`src/rtl/cdq_pkg.sv`:
```
package cdq_pkg;

  // field widths
  localparam int CAP_W = 5;
  localparam int VAL_W = 32;
  localparam int REQ_W = 3;

  // largest capacity the register can express, and its reset value
  localparam int CAP_LIMIT = (2 ** CAP_W) - 1;
  localparam int CAP_RESET = 16;

  // request codes; the unused codes act as a status request
  localparam logic [REQ_W-1:0] REQ_INS_FRONT = 3'd0;
  localparam logic [REQ_W-1:0] REQ_INS_REAR  = 3'd1;
  localparam logic [REQ_W-1:0] REQ_DEL_FRONT = 3'd2;
  localparam logic [REQ_W-1:0] REQ_DEL_REAR  = 3'd3;
  localparam logic [REQ_W-1:0] REQ_STATUS    = 3'd4;

  // input item
  typedef struct packed {
    logic [REQ_W-1:0]        req_type;
    logic signed [VAL_W-1:0] value;
  } cdq_in_t;

  // result item
  typedef struct packed {
    logic                    accepted;
    logic signed [VAL_W-1:0] front_value;
    logic signed [VAL_W-1:0] rear_value;
    logic                    is_empty;
    logic                    is_full;
    logic [CAP_W-1:0]        occupancy;
  } cdq_out_t;

  // commands from the controller to the datapath
  typedef struct packed {
    logic exec;   // apply the item on the ports to the deque
    logic fetch;  // read front and rear entries into the output registers
  } cdq_cmd_t;

endpackage

```
`src/rtl/cdq_ctrl.sv`:
```
module cdq_ctrl
  import cdq_pkg::*;
(
  input  logic     clk,
  input  logic     rst_n,
  input  logic     start,
  output logic     busy,
  output logic     out_valid,
  output cdq_cmd_t cmd
);

  typedef enum logic [1:0] {
    S_IDLE,
    S_FETCH,
    S_SHOW
  } state_t;

  state_t state_r;
  state_t state_nxt;
  logic   busy_r;
  logic   valid_r;
  logic   fetch_r;

  // next state
  always_comb begin
    state_nxt = state_r;
    unique case (state_r)
      S_IDLE:  if (start) state_nxt = S_FETCH;
      S_FETCH: state_nxt = S_SHOW;
      S_SHOW:  state_nxt = S_IDLE;
      default: state_nxt = S_IDLE;
    endcase
  end

  // state and registered outputs
  always_ff @(posedge clk) begin
    if (!rst_n) begin
      state_r <= S_IDLE;
      busy_r  <= 1'b0;
      valid_r <= 1'b0;
      fetch_r <= 1'b0;
    end else begin
      state_r <= state_nxt;
      busy_r  <= (state_nxt != S_IDLE);
      valid_r <= (state_nxt == S_SHOW);
      fetch_r <= (state_nxt == S_FETCH);
    end
  end

  // item accepted when idle and start is high
  assign cmd.exec  = start && !busy_r;
  assign cmd.fetch = fetch_r;
  assign busy      = busy_r;
  assign out_valid = valid_r;

  a_strobe_single: assert property (@(posedge clk) disable iff (!rst_n)
    out_valid |=> !out_valid)
    else $error("result strobe held for more than one cycle");

  a_exec_goes_busy: assert property (@(posedge clk) disable iff (!rst_n)
    cmd.exec |=> busy && cmd.fetch && !out_valid)
    else $error("accepted item did not start a fetch");

  a_fetch_then_show: assert property (@(posedge clk) disable iff (!rst_n)
    cmd.fetch |=> out_valid && busy)
    else $error("fetch not followed by result strobe");

endmodule

```
`src/rtl/cdq_datapath.sv`:
```
module cdq_datapath
  import cdq_pkg::*;
#(
  parameter int DEPTH = 16
) (
  input  logic             clk,
  input  logic             rst_n,
  input  cdq_cmd_t         cmd,
  input  cdq_in_t          in_item,
  input  logic             cfg_we,
  input  logic [CAP_W-1:0] cfg_data,
  output cdq_out_t         out_item
);

  // capacity never exceeds the ring size or what the register can hold
  localparam int CAP_MAX = (DEPTH < CAP_LIMIT) ? DEPTH : CAP_LIMIT;
  localparam int IDX_W   = (CAP_MAX > 1) ? $clog2(CAP_MAX) : 1;
  localparam logic [CAP_W-1:0] CAP_MAX_V = CAP_W'(CAP_MAX);
  localparam logic [CAP_W-1:0] CAP_RST_V =
    CAP_W'((CAP_MAX < CAP_RESET) ? CAP_MAX : CAP_RESET);

  // ring store
  logic [VAL_W-1:0] ring_mem [CAP_MAX];

  logic [CAP_W-1:0] cap_r,   cap_nxt;
  logic [IDX_W-1:0] head_r,  head_nxt;
  logic [IDX_W-1:0] tail_r,  tail_nxt;
  logic [CAP_W-1:0] count_r, count_nxt;
  logic             ok_r,    ok_nxt;
  logic [VAL_W-1:0] front_r;
  logic [VAL_W-1:0] rear_r;
  logic             wr_en;
  logic [IDX_W-1:0] wr_idx;
  logic [CAP_W-1:0] cap_in;
  logic             full;
  logic             empty;

  // index moves with compare and wrap
  function automatic logic [IDX_W-1:0] step_up(input logic [IDX_W-1:0] i,
                                               input logic [CAP_W-1:0] cap);
    logic [CAP_W-1:0] nx;
    nx = CAP_W'(i) + CAP_W'(1);
    return (nx >= cap) ? '0 : IDX_W'(nx);
  endfunction

  function automatic logic [IDX_W-1:0] step_down(input logic [IDX_W-1:0] i,
                                                 input logic [CAP_W-1:0] cap);
    return (i == '0) ? IDX_W'(cap - CAP_W'(1)) : i - IDX_W'(1);
  endfunction

  // written capacity clamped to the legal range
  assign cap_in = (cfg_data == '0)       ? CAP_W'(1) :
                  (cfg_data > CAP_MAX_V) ? CAP_MAX_V : cfg_data;

  assign full  = (count_r >= cap_r);
  assign empty = (count_r == '0);

  // request decode and pointer update
  always_comb begin
    cap_nxt   = cap_r;
    head_nxt  = head_r;
    tail_nxt  = tail_r;
    count_nxt = count_r;
    ok_nxt    = ok_r;
    wr_en     = 1'b0;
    wr_idx    = head_r;
    if (cfg_we) begin
      cap_nxt   = cap_in;
      head_nxt  = '0;
      tail_nxt  = IDX_W'(cap_in - CAP_W'(1));
      count_nxt = '0;
    end else if (cmd.exec) begin
      ok_nxt = 1'b1;
      case (in_item.req_type)
        REQ_INS_FRONT: begin
          if (full) begin
            ok_nxt = 1'b0;
          end else begin
            head_nxt  = step_down(head_r, cap_r);
            wr_en     = 1'b1;
            wr_idx    = head_nxt;
            count_nxt = count_r + CAP_W'(1);
          end
        end
        REQ_INS_REAR: begin
          if (full) begin
            ok_nxt = 1'b0;
          end else begin
            tail_nxt  = step_up(tail_r, cap_r);
            wr_en     = 1'b1;
            wr_idx    = tail_nxt;
            count_nxt = count_r + CAP_W'(1);
          end
        end
        REQ_DEL_FRONT: begin
          if (empty) begin
            ok_nxt = 1'b0;
          end else begin
            head_nxt  = step_up(head_r, cap_r);
            count_nxt = count_r - CAP_W'(1);
          end
        end
        REQ_DEL_REAR: begin
          if (empty) begin
            ok_nxt = 1'b0;
          end else begin
            tail_nxt  = step_down(tail_r, cap_r);
            count_nxt = count_r - CAP_W'(1);
          end
        end
        // status and unused codes leave the deque as it is
        default: ok_nxt = 1'b1;
      endcase
    end
  end

  // deque control registers
  always_ff @(posedge clk) begin
    if (!rst_n) begin
      cap_r   <= CAP_RST_V;
      head_r  <= '0;
      tail_r  <= IDX_W'(CAP_RST_V - CAP_W'(1));
      count_r <= '0;
      ok_r    <= 1'b0;
    end else begin
      cap_r   <= cap_nxt;
      head_r  <= head_nxt;
      tail_r  <= tail_nxt;
      count_r <= count_nxt;
      ok_r    <= ok_nxt;
    end
  end

  // ring write and registered reads of front and rear
  always_ff @(posedge clk) begin
    if (wr_en) begin
      ring_mem[wr_idx] <= in_item.value;
    end
    if (cmd.fetch) begin
      front_r <= ring_mem[head_r];
      rear_r  <= ring_mem[tail_r];
    end
  end

  // result item, -1 at both ends when empty
  assign out_item.accepted    = ok_r;
  assign out_item.front_value = empty ? '1 : front_r;
  assign out_item.rear_value  = empty ? '1 : rear_r;
  assign out_item.is_empty    = empty;
  assign out_item.is_full     = (count_r == cap_r);
  assign out_item.occupancy   = count_r;

  a_count_bound: assert property (@(posedge clk) disable iff (!rst_n)
    count_r <= cap_r)
    else $error("entry count above capacity");

  a_cap_legal: assert property (@(posedge clk) disable iff (!rst_n)
    cap_r != '0 && cap_r <= CAP_MAX_V)
    else $error("capacity out of range");

  a_index_bound: assert property (@(posedge clk) disable iff (!rst_n)
    CAP_W'(head_r) < cap_r && CAP_W'(tail_r) < cap_r)
    else $error("ring index beyond capacity");

endmodule

```
`src/rtl/circular_deque.sv`:
```
// channel   ports                          handshake
// input     in_item (req_type, value)      taken when start && !busy
// result    out_item (accepted .. occup.)  shown one cycle with out_valid
// config    cfg_we, cfg_data (capacity)    written when cfg_we, empties deque
//
// for each item, the accept edge updates the pointers and writes the ring,
// the next edge reads front and rear entries into registers, and the result
// is then shown with out_valid high
// busy stays high after accept until the result is shown, so a new item is
// taken only after the last result; the registered ring read needs S_FETCH
// synchronous reset gives an empty deque with capacity 16 (or DEPTH if less)
// the receiver cannot stall; a result is gone after its strobe cycle
module circular_deque
  import cdq_pkg::*;
#(
  parameter int DEPTH = 16
) (
  input  logic             clk,
  input  logic             rst_n,
  input  logic             start,
  output logic             busy,
  input  cdq_in_t          in_item,
  output logic             out_valid,
  output cdq_out_t         out_item,
  input  logic             cfg_we,
  input  logic [CAP_W-1:0] cfg_data
);

  cdq_cmd_t cmd;

  cdq_ctrl u_ctrl (
    .clk       (clk),
    .rst_n     (rst_n),
    .start     (start),
    .busy      (busy),
    .out_valid (out_valid),
    .cmd       (cmd)
  );

  cdq_datapath #(
    .DEPTH (DEPTH)
  ) u_datapath (
    .clk      (clk),
    .rst_n    (rst_n),
    .cmd      (cmd),
    .in_item  (in_item),
    .cfg_we   (cfg_we),
    .cfg_data (cfg_data),
    .out_item (out_item)
  );

endmodule

```
`config.mk`:
```
export PLATFORM = sky130hd
export DESIGN_NAME = circular_deque
export DESIGN_NICKNAME = d
export VERILOG_FILES = /design/src/rtl/cdq_pkg.sv /design/src/rtl/cdq_ctrl.sv /design/src/rtl/cdq_datapath.sv /design/src/rtl/circular_deque.sv
export SDC_FILE = /design/constraint.sdc
export NUM_CORES = 1
export LEC_CHECK = 0
export ABC_AREA = 1
export BUFFER_PORTS_ARGS = -buffer_cell sky130_fd_sc_hd__buf_2
export CORE_MARGIN = 2
export CORE_UTILIZATION = 30
export DETAILED_ROUTE_END_ITERATION = 10
export MAX_ROUTING_LAYER = met4
export PLACE_DENSITY_LB_ADDON = 0.12
export SETUP_SLACK_MARGIN = 0.4
export SLEW_MARGIN = 20
export SYNTH_ARGS = -nofsm -noshare
export SYNTH_HDL_FRONTEND = slang
export SYNTH_SLANG_ARGS = --single-unit
```
`constraint.sdc`:
```
create_clock -name clk -period 8.25 [get_ports clk]
set_clock_uncertainty 0.1 [all_clocks]
set_input_delay 0.4125 -clock clk [delete_from_list [all_inputs] [get_ports clk]]
set_output_delay 0.4125 -clock clk [all_outputs]
set_load 0.005 [all_outputs]
```
==> metrics.csv <==
stage,metric,value,unit
cts,cell chosen for the clock root,clkbuf_16,
route,overall routed net length,98.21,mm
critical_path,WP data arrival,5.34,ns
route,via count,22510,
die,die outline area,99580,sq um
cts,insertion delay to the later sink of the worst-skew pair,0.63,ns
route,Wirelength per Cell,23.13,um
synthesis,post-synthesis simple-gate area fraction,0.1075,
synthesis,total standard cell area after synthesis,29120,sq um
sta,Final TNS setup,0,ns
synthesis,library cell occupying the most area in the post-synthesis netlist,edfxtp_1,
grt,antenna violations before repair,6,
route,Initial DRC Count,2111,
critical_path,startpoint types,register,
flow_run,number of violations of the max-capacitance limit,0,
min_path,HP Class,input port to register,
finish,fraction of final layout cells sized beyond drive strength 1,0.1295,
synthesis,compound-cell area share of the yosys netlist,0.2069,
sta,Max Slew Vio Count,0,
grt,first-pass GRT wire length,144.8,mm
die,overall die height,315.6,um
power_and_ir_drop,PnR Total Power,7283,uW
finish,"Area growth, synth to finish",14.15,%
grt,total routing resource utilization after global routing,0.2010,
critical_path,required time worst endpoint,8.44,ns
power_and_ir_drop,clock share of power,0.436,
die,Core Area,96420,sq um
power_and_ir_drop,switching component of the power,1836,uW
synthesis,top cells by area in the synthesized netlist,"edfxtp_1 (59%), o21ai_0 (9.6%), a21oi_1 (4.8%)",
die,Core Rows,114,
synthesis,"Net Count, Synth",2970,
critical_path,endpoint kind of the worst setup timing path,register,
finish,fillers,9667,
route,vias per inst,5.303,
power_and_ir_drop,part of the power in registers,0.470,
synthesis,number of unique standard cell types used by synthesis,40,
synthesis,number of flops mapped to enable cells by yosys,576,
cts,htree depth,3,
sta,fin crit share,0.6239,
synthesis,Main synth FF type,edfxtp_1,
critical_path,CP max FO,63,
power_and_ir_drop,switching part of the total power,0.2521,
sta,max_slew headroom,0.2533,
finish,flip-flop and latch area,17790,sq um
sta,final worst hold slack,0.07156,ns
synthesis,warning count from the yosys run,0,
critical_path,category of the critical setup timing path,register to register,
placement,dpl hpwl,57.41,mm
sta,Finish-stage setup viols,0,
cts,cts bufs inserted,72,
synthesis,main combinational cell family by area after synthesis,compound AO/OA/AOI/OAI gates,
power_and_ir_drop,cell leakage power,0.01122,uW
sta,Max Clock Freq,194.3,MHz
power_and_ir_drop,fraction of power consumed by combinational cells,0.094,
sta,final critical delay including setup and external delays,5.147,ns
synthesis,fraction of synthesized cell area taken by the top area cell type,0.5940,
grt,via count of the first global-routing pass,21880,
synthesis,Post-synth ARST share,0,
cts,CTS tree,built,
outcome,outcome,finished clean,
power_and_ir_drop,largest voltage drop on the vdd net,0.1295,mV
synthesis,post-synthesis mux area share,0,
route,DR DRC count,0,
grt,maximum number of pins on one net before global-route repair,241,
route,remaining number of nets flagged by the antenna check after routing,0,
synthesis,fraction of the mapped netlist area in adder cells,0.01100,
cts,Clock Sink Count,599,
finish,area taken by multi-input logic gates,9681,sq um
synthesis,leading cell type by number of instances after synthesis,edfxtp_1,
synthesis,number of synthesized register bits,599,
synthesis,Avg Inst Size Synth,10.04,sq um
finish,final net count,2984,
die,number of I/O pins,118,
cts,post-CTS setup repair buffer count,0,
synthesis,sequential fraction of the synthesis area,0.6098,
die,Die W,315.6,um
sta,RSZ-0062 raised after global routing,false,
sta,final hold viol count,0,
power_and_ir_drop,Power per Cell Area,219.1,nW/um^2
placement,placer congestion estimate,0.8751,
synthesis,synthesized instance count,2901,
grt,remaining global-route overflow,0,
die,Starting Density,0.3020,
synthesis,most frequent cells after synthesis,"edfxtp_1 (576), o21ai_0 (560), a21oi_1 (278)",
cts,Longest Clk Path Bufs,3,
synthesis,post-synthesis xor/xnor area fraction,0.002406,
route,number of iterations in the first detailed-routing pass,6,
sta,actual slew at the worst max-slew pin,1.120,ns
placement,number of buffers inserted by port buffering,117,
power_and_ir_drop,Cell Int Power,5447,uW
cts,clock-pin slew of the registers on the worst-case setup and hold paths,0.06,ns
-- layout make-up --
cell class | instances | share of cell area
Antenna cell | 3 | 0.0002258
Clock buffer | 93 | 0.05974
Clock inverter | 32 | 0.009937
Inverter | 224 | 0.02545
Multi-Input combinational cell | 1856 | 0.2912
Sequential cell | 599 | 0.5351
Tap cell | 1276 | 0.04803
Timing Repair Buffer | 162 | 0.03034
-- placed cells by master, fill, tap and decap left out, types with 5 or more instances in the layout --
cell type	netlist	routed
nand2_2	6	6
inv_2	12	14
nand3_1	128	128
dlygate4sd3_1	0	5
dfxtp_1	23	14
nand2_1	241	241
o211ai_1	134	134
inv_1	210	207
bufinv_16	0	6
nor2_1	257	240
a21oi_1	278	278
or2_2	64	64
o21ai_1	95	95
dfxtp_4	0	7
clkbuf_16	0	76
clkbuf_1	132	15
xor2_1	5	5
nor2_4	1	18
edfxtp_1	576	576
o221ai_1	31	31
clkinv_2	0	11
buf_2	60	117
buf_4	10	36
ha_1	24	24
clkinv_1	1	9
o21ai_0	560	560
-- sequential cells by signal, summed over array words and instances (netlist names) --
| name | cells |
|---|---|
| u_ctrl.out_valid | 1 |
| u_ctrl.state_r | 1 |
| u_datapath.tail_r | 4 |
| u_ctrl.fetch_r | 1 |
| u_datapath.cap_r | 5 |
| u_datapath.count_r | 5 |
| u_datapath.rear_r | 32 |
| u_datapath.ok_r | 1 |
| u_ctrl.busy | 1 |
| u_datapath.ring_mem | 512 |
| u_datapath.head_r | 4 |
| u_datapath.front_r | 32 |
-- power groups by stage --
stage	registers [uW]	logic, uW	clock network [uW]
floorplan	3450	424	0
global placement	3490	683	0
detailed placement	3490	682	0
CTS	3430	686	3260
global route	3420	761	3370
finish	3420	686	3170
-- routing by layer --
layer / vias to the layer above / part of all wire / wire [um] / track usage
met3: 148 / 0.059 / 5808 / 0.03339
li1: 10460 / - / - / -
met4: 0 / 0.023 / 2212 / 0.05515
met5: - / 0 / 0 / -
met1: 11130 / 0.45 / 43880 / 0.2634
met2: 777 / 0.47 / 46310 / 0.3219
-- stage by stage --
stage | setup slack [ns] | instance area (sq um) | cells | util
5_1_grt | 2.796 | 33240 | 4243 | 0.3447
2_1_floorplan | 4.106 | 29120 | 2901 | -
6_report | 3.103 | 33240 | 4245 | 0.3447
4_1_cts | 3.041 | 33200 | 4241 | 0.3444
3_5_place_dp | 3.036 | 30840 | 4111 | 0.3198
3_3_place_gp | 3.135 | 30780 | 4109 | 0.3192
-- worst max-delay path, cell delays in order, from the launching register on --
cell     delay, ns
dfxtp_4       0.86
inv_2         0.66
ha_1          0.54
ha_1          0.20
nand2_1       0.06
nand2_1       0.06
a21oi_1       0.22
nand3_1       0.17
nand2_1       0.09
nand2_1       0.04
nand2_1       0.06
nand2_1       0.07
a21oi_1       0.17
nand2_1       0.26
nor2_4        0.79
buf_4         0.43
-- what timing repair did --
| action | CTS | global route |
|---|---|---|
| endpoints found under the hold margin | 10 | 0 |
| gates resized for setup | 0 | 0 |
| hold buffers | 5 | 0 |
-- worst paths after layout --
path                        start                         to  slack [ns]  cells after the start
min                   cfg_data[1]        u_datapath.cap_r[1]        0.07                      3
min reg2reg     u_ctrl.state_r[0]             u_ctrl.fetch_r        0.34                      1
max          u_datapath.tail_r[1]  u_datapath.ring_mem[7][7]        3.10                     15
max reg2reg  u_datapath.tail_r[1]  u_datapath.ring_mem[7][7]        3.10                     15
-- kinds of logic after synthesis --
| family | Yosys count |
|---|---|
| AOI/OAI and AO/OA | 1107 |
| and+or+nand+nor | 716 |
| DFF | 599 |
| buffers and inverters | 446 |
| adders and majority gates | 25 |
| xor gates and xnor gates | 8 |
Note: power is estimated with default switching activity, not from simulation.
